`config.mk`:
```
export PLATFORM = sky130hd
export DESIGN_NAME = button_debounce_hysteresis_autorepeat
export DESIGN_NICKNAME = d
export VERILOG_FILES = /design/src/design/bdha_pkg.sv /design/src/design/button_debounce_hysteresis_autorepeat.sv /design/src/design/bdha_debounce.sv /design/src/design/bdha_axis.sv /design/src/design/bdha_repeat.sv
export SDC_FILE = /design/constraint.sdc
export NUM_CORES = 2
export LEC_CHECK = 0
export BUFFER_PORTS_ARGS = -buffer_cell sky130_fd_sc_hd__buf_4
export CAP_MARGIN = 20
export CELL_PAD_IN_SITES_DETAIL_PLACEMENT = 1
export CELL_PAD_IN_SITES_GLOBAL_PLACEMENT = 2
export CORE_AREA = 2 2 314 316
export CTS_CLUSTER_SIZE = 25
export DETAILED_ROUTE_END_ITERATION = 10
export DIE_AREA = 0 0 316 318
export PLACE_DENSITY = 0.79
export SLEW_MARGIN = 20
export SYNTH_ARGS = -nofsm -noshare
export SYNTH_HDL_FRONTEND = slang
export SYNTH_HIERARCHICAL = 1
export SYNTH_SLANG_ARGS = --single-unit
```
`constraint.sdc`:
```
create_clock -name i_clk -period 5.5 [get_ports i_clk]
set_input_delay 1.1 -clock i_clk [delete_from_list [all_inputs] [get_ports i_clk]]
set_output_delay 1.1 -clock i_clk [all_outputs]
set_load 0.05 [all_outputs]
```
`src/design/bdha_pkg.sv`:
```
// ----------------------------------------------------------------------------
// bdha_pkg
// shared constants, register codes and configuration type for the button
// debouncer with joystick hysteresis and autorepeat
// ----------------------------------------------------------------------------
`default_nettype none

package bdha_pkg;

    localparam int NUM_BUTTONS = 5;
    localparam int NUM_HELD    = 9;
    localparam int RAW_W       = 5;
    localparam int AXIS_W      = 12;
    localparam int LVL_W       = 8;
    localparam int CNT_W       = 16;
    localparam int CFG_IDX_W   = 3;
    localparam int CFG_DATA_W  = 16;

    localparam logic [LVL_W-1:0] STEP_DOWN = 8'd1;

    localparam int BIT_RIGHT = 5;
    localparam int BIT_LEFT  = 6;
    localparam int BIT_UP    = 7;
    localparam int BIT_DOWN  = 8;

    typedef enum logic [CFG_IDX_W-1:0] {
        REG_PRESSED_LEVEL  = 3'd0,
        REG_STEP_UP        = 3'd1,
        REG_UPPER_PRESS    = 3'd2,
        REG_UPPER_RELEASE  = 3'd3,
        REG_LOWER_PRESS    = 3'd4,
        REG_LOWER_RELEASE  = 3'd5,
        REG_REPEAT_INITIAL = 3'd6,
        REG_REPEAT_NEXT    = 3'd7
    } t_reg_idx;

    typedef struct packed {
        logic [LVL_W-1:0]  pressed_level;
        logic [LVL_W-1:0]  step_up;
        logic [AXIS_W-1:0] upper_press;
        logic [AXIS_W-1:0] upper_release;
        logic [AXIS_W-1:0] lower_press;
        logic [AXIS_W-1:0] lower_release;
        logic [CNT_W-1:0]  repeat_initial;
        logic [CNT_W-1:0]  repeat_next;
    } t_cfg;

    localparam t_cfg CFG_RESET = '{
        pressed_level:  8'd10,
        step_up:        8'd1,
        upper_press:    12'd3000,
        upper_release:  12'd2500,
        lower_press:    12'd1000,
        lower_release:  12'd1500,
        repeat_initial: 16'd100,
        repeat_next:    16'd10
    };

endpackage

`default_nettype wire

```
`src/design/button_debounce_hysteresis_autorepeat.sv`:
```
// an item waits in the input register and its result in the result register
// throughput: one item per cycle while the result is not stalled, with the
// state update combinational between the input register and result register
// a stalled result does not block intake until the input register is full
// synchronous active-low reset clears levels, held bits, repeat counters
// and both valid flags, and loads the configuration register defaults
// ----------------------------------------------------------------------------
// button_debounce_hysteresis_autorepeat
// polled button debouncer with joystick hysteresis and autorepeat presses
// ----------------------------------------------------------------------------
`default_nettype none

module button_debounce_hysteresis_autorepeat (
    input  wire logic                              i_clk,
    input  wire logic                              i_rst_n,
    input  wire logic                              i_cfg_we,
    input  wire logic [bdha_pkg::CFG_IDX_W-1:0]    i_cfg_idx,
    input  wire logic [bdha_pkg::CFG_DATA_W-1:0]   i_cfg_wdata,
    input  wire logic                              i_in_valid,
    output logic                                   o_in_ready,
    input  wire logic [bdha_pkg::RAW_W-1:0]        i_raw_buttons,
    input  wire logic [bdha_pkg::AXIS_W-1:0]       i_joy_x,
    input  wire logic [bdha_pkg::AXIS_W-1:0]       i_joy_y,
    output logic                                   o_out_valid,
    input  wire logic                              i_out_ready,
    output logic      [bdha_pkg::NUM_HELD-1:0]     o_held,
    output logic      [bdha_pkg::NUM_HELD-1:0]     o_presses
);

    bdha_pkg::t_cfg                    r_cfg;
    logic                              r_in_valid;
    logic [bdha_pkg::RAW_W-1:0]        r_raw;
    logic [bdha_pkg::AXIS_W-1:0]       r_jx;
    logic [bdha_pkg::AXIS_W-1:0]       r_jy;
    logic [bdha_pkg::NUM_HELD-1:0]     r_held;
    logic [bdha_pkg::NUM_HELD-1:0]     n_held;
    logic                              r_out_valid;
    logic [bdha_pkg::NUM_HELD-1:0]     r_out_held;
    logic [bdha_pkg::NUM_HELD-1:0]     r_out_presses;
    logic [bdha_pkg::NUM_HELD-1:0]     w_presses;
    logic [bdha_pkg::RAW_W-1:0]        w_btn_held;
    logic                              w_adv;

    assign w_adv      = r_in_valid && (!r_out_valid || i_out_ready);
    assign o_in_ready = !r_in_valid || w_adv;

    // configuration registers
    always_ff @(posedge i_clk) begin
        if (!i_rst_n) begin
            r_cfg <= bdha_pkg::CFG_RESET;
        end else if (i_cfg_we) begin
            unique case (bdha_pkg::t_reg_idx'(i_cfg_idx))
                bdha_pkg::REG_PRESSED_LEVEL:
                    r_cfg.pressed_level <= i_cfg_wdata[bdha_pkg::LVL_W-1:0];
                bdha_pkg::REG_STEP_UP:
                    r_cfg.step_up <= i_cfg_wdata[bdha_pkg::LVL_W-1:0];
                bdha_pkg::REG_UPPER_PRESS:
                    r_cfg.upper_press <= i_cfg_wdata[bdha_pkg::AXIS_W-1:0];
                bdha_pkg::REG_UPPER_RELEASE:
                    r_cfg.upper_release <= i_cfg_wdata[bdha_pkg::AXIS_W-1:0];
                bdha_pkg::REG_LOWER_PRESS:
                    r_cfg.lower_press <= i_cfg_wdata[bdha_pkg::AXIS_W-1:0];
                bdha_pkg::REG_LOWER_RELEASE:
                    r_cfg.lower_release <= i_cfg_wdata[bdha_pkg::AXIS_W-1:0];
                bdha_pkg::REG_REPEAT_INITIAL:
                    r_cfg.repeat_initial <= i_cfg_wdata[bdha_pkg::CNT_W-1:0];
                bdha_pkg::REG_REPEAT_NEXT:
                    r_cfg.repeat_next <= i_cfg_wdata[bdha_pkg::CNT_W-1:0];
            endcase
        end
    end

    // input register
    always_ff @(posedge i_clk) begin
        if (!i_rst_n) begin
            r_in_valid <= 1'b0;
        end else if (o_in_ready) begin
            r_in_valid <= i_in_valid;
        end
    end

    always_ff @(posedge i_clk) begin
        if (i_in_valid && o_in_ready) begin
            r_raw <= i_raw_buttons;
            r_jx  <= i_joy_x;
            r_jy  <= i_joy_y;
        end
    end

    bdha_debounce u_debounce (
        .i_clk   (i_clk),
        .i_rst_n (i_rst_n),
        .i_en    (w_adv),
        .i_cfg   (r_cfg),
        .i_raw   (r_raw),
        .i_held  (r_held[bdha_pkg::RAW_W-1:0]),
        .o_held  (w_btn_held)
    );

    bdha_axis u_axis_x (
        .i_cfg    (r_cfg),
        .i_value  (r_jx),
        .i_old_hi (r_held[bdha_pkg::BIT_RIGHT]),
        .i_old_lo (r_held[bdha_pkg::BIT_LEFT]),
        .o_hi     (n_held[bdha_pkg::BIT_RIGHT]),
        .o_lo     (n_held[bdha_pkg::BIT_LEFT])
    );

    bdha_axis u_axis_y (
        .i_cfg    (r_cfg),
        .i_value  (r_jy),
        .i_old_hi (r_held[bdha_pkg::BIT_UP]),
        .i_old_lo (r_held[bdha_pkg::BIT_DOWN]),
        .o_hi     (n_held[bdha_pkg::BIT_UP]),
        .o_lo     (n_held[bdha_pkg::BIT_DOWN])
    );

    assign n_held[bdha_pkg::RAW_W-1:0] = w_btn_held;

    bdha_repeat u_repeat (
        .i_clk      (i_clk),
        .i_rst_n    (i_rst_n),
        .i_en       (w_adv),
        .i_cfg      (r_cfg),
        .i_held_old (r_held),
        .i_held_new (n_held),
        .o_presses  (w_presses)
    );

    always_ff @(posedge i_clk) begin
        if (!i_rst_n) begin
            r_held <= '0;
        end else if (w_adv) begin
            r_held <= n_held;
        end
    end

    // result register
    always_ff @(posedge i_clk) begin
        if (!i_rst_n) begin
            r_out_valid <= 1'b0;
        end else if (w_adv) begin
            r_out_valid <= 1'b1;
        end else if (i_out_ready) begin
            r_out_valid <= 1'b0;
        end
    end

    always_ff @(posedge i_clk) begin
        if (w_adv) begin
            r_out_held    <= n_held;
            r_out_presses <= w_presses;
        end
    end

    assign o_out_valid = r_out_valid;
    assign o_held      = r_out_held;
    assign o_presses   = r_out_presses;

endmodule

`default_nettype wire

```
`src/design/bdha_debounce.sv`:
```
// ----------------------------------------------------------------------------
// bdha_debounce
// integrating debouncer, one level register per button
// ----------------------------------------------------------------------------
`default_nettype none

module bdha_debounce (
    input  wire logic                         i_clk,
    input  wire logic                         i_rst_n,
    input  wire logic                         i_en,
    input  wire bdha_pkg::t_cfg               i_cfg,
    input  wire logic [bdha_pkg::RAW_W-1:0]   i_raw,
    input  wire logic [bdha_pkg::RAW_W-1:0]   i_held,
    output logic      [bdha_pkg::RAW_W-1:0]   o_held
);

    for (genvar g = 0; g < bdha_pkg::RAW_W; g++) begin : g_btn
        if (g < bdha_pkg::NUM_BUTTONS) begin : g_used
            logic [bdha_pkg::LVL_W-1:0] r_level;
            logic [bdha_pkg::LVL_W-1:0] n_level;
            logic [bdha_pkg::LVL_W:0]   w_sum;
            logic                       w_held;

            always_comb begin
                w_sum   = {1'b0, r_level} + {1'b0, i_cfg.step_up};
                n_level = r_level;
                w_held  = i_held[g];
                if (i_raw[g]) begin
                    if (w_sum >= {1'b0, i_cfg.pressed_level}) begin
                        n_level = i_cfg.pressed_level;
                        w_held  = 1'b1;
                    end else begin
                        n_level = w_sum[bdha_pkg::LVL_W-1:0];
                    end
                end else if (r_level <= bdha_pkg::STEP_DOWN) begin
                    n_level = '0;
                    w_held  = 1'b0;
                end else begin
                    n_level = r_level - bdha_pkg::STEP_DOWN;
                end
            end

            always_ff @(posedge i_clk) begin
                if (!i_rst_n) begin
                    r_level <= '0;
                end else if (i_en) begin
                    r_level <= n_level;
                end
            end

            assign o_held[g] = w_held;
        end else begin : g_unused
            assign o_held[g] = 1'b0;
        end
    end

endmodule

`default_nettype wire

```
`src/design/bdha_axis.sv`:
```
// ----------------------------------------------------------------------------
// bdha_axis
// hysteresis thresholds of one joystick axis, clear wins over set
// ----------------------------------------------------------------------------
`default_nettype none

module bdha_axis (
    input  wire bdha_pkg::t_cfg                i_cfg,
    input  wire logic [bdha_pkg::AXIS_W-1:0]   i_value,
    input  wire logic                          i_old_hi,
    input  wire logic                          i_old_lo,
    output logic                               o_hi,
    output logic                               o_lo
);

    always_comb begin
        o_hi = i_old_hi;
        if (i_value > i_cfg.upper_press) begin
            o_hi = 1'b1;
        end
        if (i_value < i_cfg.upper_release) begin
            o_hi = 1'b0;
        end
        o_lo = i_old_lo;
        if (i_value < i_cfg.lower_press) begin
            o_lo = 1'b1;
        end
        if (i_value > i_cfg.lower_release) begin
            o_lo = 1'b0;
        end
    end

endmodule

`default_nettype wire

```
`src/design/bdha_repeat.sv`:
```
// ----------------------------------------------------------------------------
// bdha_repeat
// edge detect and autorepeat, saturating hold count plus phase per bit
// ----------------------------------------------------------------------------
`default_nettype none

module bdha_repeat (
    input  wire logic                            i_clk,
    input  wire logic                            i_rst_n,
    input  wire logic                            i_en,
    input  wire bdha_pkg::t_cfg                  i_cfg,
    input  wire logic [bdha_pkg::NUM_HELD-1:0]   i_held_old,
    input  wire logic [bdha_pkg::NUM_HELD-1:0]   i_held_new,
    output logic      [bdha_pkg::NUM_HELD-1:0]   o_presses
);

    for (genvar g = 0; g < bdha_pkg::NUM_HELD; g++) begin : g_bit
        logic [bdha_pkg::CNT_W-1:0] r_count;
        logic [bdha_pkg::CNT_W-1:0] n_count;
        logic [bdha_pkg::CNT_W-1:0] r_phase;
        logic [bdha_pkg::CNT_W-1:0] n_phase;
        logic [bdha_pkg::CNT_W:0]   w_ph_inc;
        logic                       w_rep;

        always_comb begin
            w_ph_inc = {1'b0, r_phase} + {{bdha_pkg::CNT_W{1'b0}}, 1'b1};
            n_count  = r_count;
            n_phase  = r_phase;
            w_rep    = 1'b0;
            if (!i_held_new[g]) begin
                n_count = '0;
                n_phase = '0;
            end else if (r_count < i_cfg.repeat_initial) begin
                n_count = r_count + {{(bdha_pkg::CNT_W-1){1'b0}}, 1'b1};
                if (n_count == i_cfg.repeat_initial) begin
                    n_phase = '0;
                    w_rep   = 1'b1;
                end
            end else begin
                if (w_ph_inc >= {1'b0, i_cfg.repeat_next}) begin
                    n_phase = '0;
                end else begin
                    n_phase = w_ph_inc[bdha_pkg::CNT_W-1:0];
                end
                w_rep = (n_phase == '0);
            end
        end

        always_ff @(posedge i_clk) begin
            if (!i_rst_n) begin
                r_count <= '0;
                r_phase <= '0;
            end else if (i_en) begin
                r_count <= n_count;
                r_phase <= n_phase;
            end
        end

        assign o_presses[g] = (i_held_new[g] & ~i_held_old[g]) | w_rep;
    end

endmodule

`default_nettype wire

```
Word level (Yosys, flattened, before mapping)
Cells that the tools add are included.
Widths: inputs -> output; s select.

word-level totals
  bits of input ports = 53
  bits in registers = 482
  output and inout port bits = 20

operators by class
  $lt $le $gt $ge = 36
  multiplexer cells = 139
  reductions and logical operators = 43
  equality and inequality tests = 34
  add/subtract/negate cells = 28
  bitwise operators = 27

operators with widths
  operator               count
  $mux 16                72
  $add 16x1->17 const B  9
  $ge 17x16->1           9
  $add 16x1->16 const B  9
  $eq 16x16->1           9
  $logic_not 16->1       9
  $lt 16x16->1           9
  $mux 8                 15
  $mux 1                 52
  $reduce_and 2->1       26
  $gt 12x12->1           4
  $lt 12x12->1           4
  $add 8x8->9            5
  $ge 9x8->1             5
  $le 8x1->1 const B     5
  $sub 8x1->8 const B    5
  $ne 3x3->1 const B     9
  $ne 2x1->1 const B     9
  $eq 3x3->1 const B     4
  $and 1x1->1            9
  $not 1->1              9
  $or 1x1->1             9
  $eq 3x2->1 const B     2
  $eq 3x1->1 const B     1
  other kinds (5)        8

Logic depth before layout (Yosys ltp)
  depth after elaboration = 9
  depth in mapped cells = 21
  depth with buffers taken out = 19

Cells and area by module
The synthesis kept the hierarchy.

by module, submodules not included
  module                                 instances  cells an instance  area each (µm²)
  bdha_repeat                            1          3,218              25,605.8
  bdha_debounce                          1          710                5,525.3
  button_debounce_hysteresis_autorepeat  1          438                5,185.0
  bdha_axis                              2          158                1,156.1

Worst setup path after synthesis
No wires, ideal clock.

  kind = register -> register
  start = register r_cfg[81] (netlist name)
  end = register u_repeat/g_bit[1].r_phase[2] (netlist name)
  period minus slack after synthesis = 4.282 ns
  arrival = 4.160 ns
  slack = 1.218 ns
  setup time = 0.122 ns
  buffers on the path = 2
  stages on the path, launching flop included = 19
  cell sequence = dfxtp_1 -> ha_1 -> a211oi_1 -> nor3b_1 -> o21a_1 -> o31a_1 -> ha_1 -> o21ai_0 -> nor2_1 -> o41ai_1 -> nand3_1 -> o21ai_0 -> nand2_1 -> buf_4 -> clkbuf_1 -> a21bo_2 -> nor2_1 -> and4b_1 -> a311o_1

between the ends
  cells in the longest elaborated chain, start to end = 6
  elaborated cells on any way between the ends = 7
  those cells by class = add/sub: 1; order compare: 1; eq/ne: 1; mux: 3; reduce/logical: 1

RTL lines
  item                                         line                                         RTL
  start: declaration                           button_debounce_hysteresis_autorepeat.sv:30  bdha_pkg::t_cfg r_cfg;
  start signal: assignment                     button_debounce_hysteresis_autorepeat.sv:50  r_cfg <= bdha_pkg::CFG_RESET;
  $add 8x8->9 (*)                              bdha_debounce.sv:25                          w_sum = {1'b0, r_level} + {1'b0, i_cfg.step_up};
  $ge 9x8->1 (*)                               bdha_debounce.sv:29                          if (w_sum >= {1'b0, i_cfg.pressed_level}) begin
  $mux 1 (*)                                   bdha_debounce.sv:29
  $mux 1 (*)                                   bdha_debounce.sv:28                          if (i_raw[g]) begin
  named net u_debounce.g_btn[1].g_used.w_held  bdha_debounce.sv:22                          logic w_held;
  $ne 3x3->1 (no line)                         -
  $reduce_and 2->1 (no line)                   -
  end signal: assignment                       bdha_repeat.sv:55                            r_phase <= n_phase;
  end: declaration                             bdha_repeat.sv:20                            logic [bdha_pkg::CNT_W-1:0] r_phase;

Mark *: on every way through the listed nets, which the timed path passes. The rest lies on a longest branch.
A chain may end at the register's enable or synchronous reset.

Worst setup path in the final report
  start = register r_cfg[80] (netlist name)
  end = register u_repeat/g_bit[3].r_count[8] (netlist name)

between the ends
  cells in the longest elaborated chain, start to end = 6
  elaborated cells on any way between the ends = 7
  those cells by class = add/sub: 1; order compare: 1; eq/ne: 1; mux: 3; reduce/logical: 1

RTL lines
  item                        line                                         RTL
  $add 8x8->9 (*)             bdha_debounce.sv:25
  $ge 9x8->1 (*)              bdha_debounce.sv:29
  $mux 1 (*)                  bdha_debounce.sv:29
  $mux 1 (*)                  bdha_debounce.sv:28
  named net n_held (one bit)  button_debounce_hysteresis_autorepeat.sv:36  logic [bdha_pkg::NUM_HELD-1:0] n_held;
  $ne 2x1->1 (no line)        -
  $reduce_and 2->1 (no line)  -
  end signal: assignment      bdha_repeat.sv:54                            r_count <= n_count;
  end: declaration            bdha_repeat.sv:18                            logic [bdha_pkg::CNT_W-1:0] r_count;

Marked as above.

==> metrics <==
Worst Setup End Kind flip-flop; # DRC 0; leakage power 18.19 nW; IO buf count 72; Post-DP Area 40,390 um^2; post-synthesis sequential area ratio 26.20%; vias 35,990; Yosys top cell area share 22.54%; Slew Limit Fails 0; GPL Wtd Cong 0.8520; vias in the first global route 36,210; commonest non-fill, non-tap cell in the layout ha_1; Setup Skew 54.76 ps; dominant cell type by area after synthesis dfxtp_1; H-tree levels 2; largest net degree at the start of global routing 143; Seq cells post-synth 482; critical path type reg2reg; core area 97,410 um^2; run status finished clean; gr ovfl total 0; relative slew slack 17.96%; max-capacitance violation count 0; Ys Warns 6; Tmin final 5045 ps; RSZ-0062 raised after global routing false; area delta synth->final 10.14%; CTS Buf Count 60; slowest CP cell nand2_1; Hold WC Path Type reg2reg; final period utilization 91.73%; CP arrival 5580 ps; Initial DRT Pass Iterations 6; worst slew pin tran 1218 ps; DR WL/cell 23.52 um; Post-Syn Area 38,630 um^2; clock sinks 482; Post-Route Utilization 43.68%; share of cells above drive strength 1 7.608%; crit-path max FO 16; row cnt 115; WP data required 6030 ps; Avg Inst Size Synth 8.250 um^2; Fmax 198.2 MHz; WL final 141,300 um; crit path buf inv count 1; Die ar. 100,500 um^2; CTS max path bufs 3; Vert. Die Dim 318 um; pwr/cell area 219.1 nW/um^2; CTS tree built; crit-path max cell delay 450 ps; CTS Root Cell clkbuf_16; worst skew pair latency 710 ps; initial DRC count 1,939; synth unique cells 123; crit-path cells ha_1, fa_1, a211oi_1, o21bai_1, a21oi_1, xnor2_1, ha_1, a211oi_1, o221ai_1, a31oi_1, o21ai_0, o21ai_0, o21ai_2, inv_1, nor2_1, nand2_1, nor2_1, o21ai_0, a21oi_1; EDFF count, synth 47; Peak VDD IR 0.0002729 V; critical path's most frequent cell o21ai_0; synthesized instance count 4,682; setup TNS 0 ps; final instance area 42,550 um^2; fin nets 5,214; commonest cells after routing, fill and taps aside ha_1 (488), dfxtp_1 (435), o21ai_0 (392); FFs w/ async S/R, synth 0%; CP Launch Type flip-flop; Post-DP HPWL 100,200 um; # hold bufs at CTS 0; Syn Nets 5,228; Main synth FF type dfxtp_1; Power Total 0.009321 W; Via-to-Cell Ratio 5.992; Global Route Usage Sum 27.71%; filler instances 11,520; Initial Util 39.65%; post-route ant nets 0; Hold Vio Cnt, Final 0; die width 316 um; initial antenna violation count 2; Synth area leaders dfxtp_1 (23%), ha_1 (16%), xnor2_1 (5.6%); first-pass GRT wire length 218,200 um; final setup violation count 0; Reg clk slew, reported paths 60 ps; I/O pin total 73; Worst path top cell family by delay compound AO/OA/AOI/OAI gates
power breakdown:
group	internal (W)	total, W	switching (W)
clock	0.00251	0.00429	0.00178
combinational	0.000455	0.00131	0.000854
sequential	0.00362	0.00373	0.000108
total	0.00658	0.00932	0.00274
metrics by stage:
stage | hold slack (ps) | std cells | setup WS (ps)
final | 463.2 | 6007 | 455.0
after global routing | 487.1 | 6006 | 15.57
after global placement | 447.4 | 5889 | 645.9
after floorplan | 434.7 | 4682 | 1218
after CTS | 469.4 | 6003 | 406.6
after detailed placement | 466.0 | 5890 | 478.1
layer usage:
metal,global-route usage [%],vias up,wire (um)
met5,0,-,0
met4,9.152,0,4552
met3,2.896,234,5133
met2,46.54,679,67050
met1,36.86,17800,64570
li1,-,17280,-
layout make-up:
cell class,count,area (um^2),area share (%)
Antenna cell,1,2.502,0.005882
Timing Repair Buffer,154,1204,2.829
Sequential cell,482,10120,23.79
Multi-Input combinational cell,3751,26680,62.70
Inverter,219,822.0,1.932
Clock inverter,26,315.3,0.7411
Tap cell,1287,1610,3.785
Clock buffer,87,1797,4.223
state kept, by name, summed over array words and instances, names as in the netlist:
register                         flops
r_raw                                5
r_in_valid                           1
r_cfg                               96
r_jx                                12
o_presses                            9
u_repeat/g_bit.r_count             144
o_out_valid                          1
r_held                               9
u_debounce/g_btn.g_used.r_level     40
u_repeat/g_bit.r_phase             144
o_held                               9
r_jy                                12
worst min-delay path: cells and delay by family, from the launching register on:
| kind | cells | cell delay, ps |
|---|---|---|
| DFF | 1 | 310 |
| and+or+nand+nor | 1 | 50 |
| muxes | 1 | 50 |
cell families after synthesis:
logic type,Yosys count,share of synthesized area (%)
compound gates,1197,20.32
mux,104,2.721
fa+ha+maj,493,16.07
simple gates,1594,21.57
xor+xnor,363,8.286
flops,482,26.20
buf+inv,449,4.836
cell usage after synthesis, types with 115 or more instances:
library cell,n
ha_1,488
dfxtp_1,435
o21ai_0,393
nand2_1,373
nand3_1,306
nor2_1,256
xnor2_1,246
a21oi_1,229
inv_1,215
nand4_1,134
clkbuf_1,132
xor2_1,115
path summary, 6_finish.rpt:
| kind | start | endpoint | slack [ps] | cells past startpoint |
|---|---|---|---|---|
| min | u_repeat/g_bit[6].r_phase[12]$_SDFFE_PN0P_ | u_repeat/g_bit[6].r_phase[12]$_SDFFE_PN0P_ | 460 | 2 |
| max reg2reg | r_cfg[80]$_SDFFE_PN1P_ | u_repeat/g_bit[3].r_count[8]$_SDFFE_PN0P_ | 450 | 19 |
| max | r_cfg[80]$_SDFFE_PN1P_ | u_repeat/g_bit[3].r_count[8]$_SDFFE_PN0P_ | 450 | 19 |
| min reg2reg | u_repeat/g_bit[6].r_phase[12]$_SDFFE_PN0P_ | u_repeat/g_bit[6].r_phase[12]$_SDFFE_PN0P_ | 460 | 2 |
timing repair:
item,4_1_cts,5_1_grt
setup buffers,0,0
setup endpoints to repair,0,5
resized for setup,0,2
No activity file was read; power rests on OpenSTA's default activity.
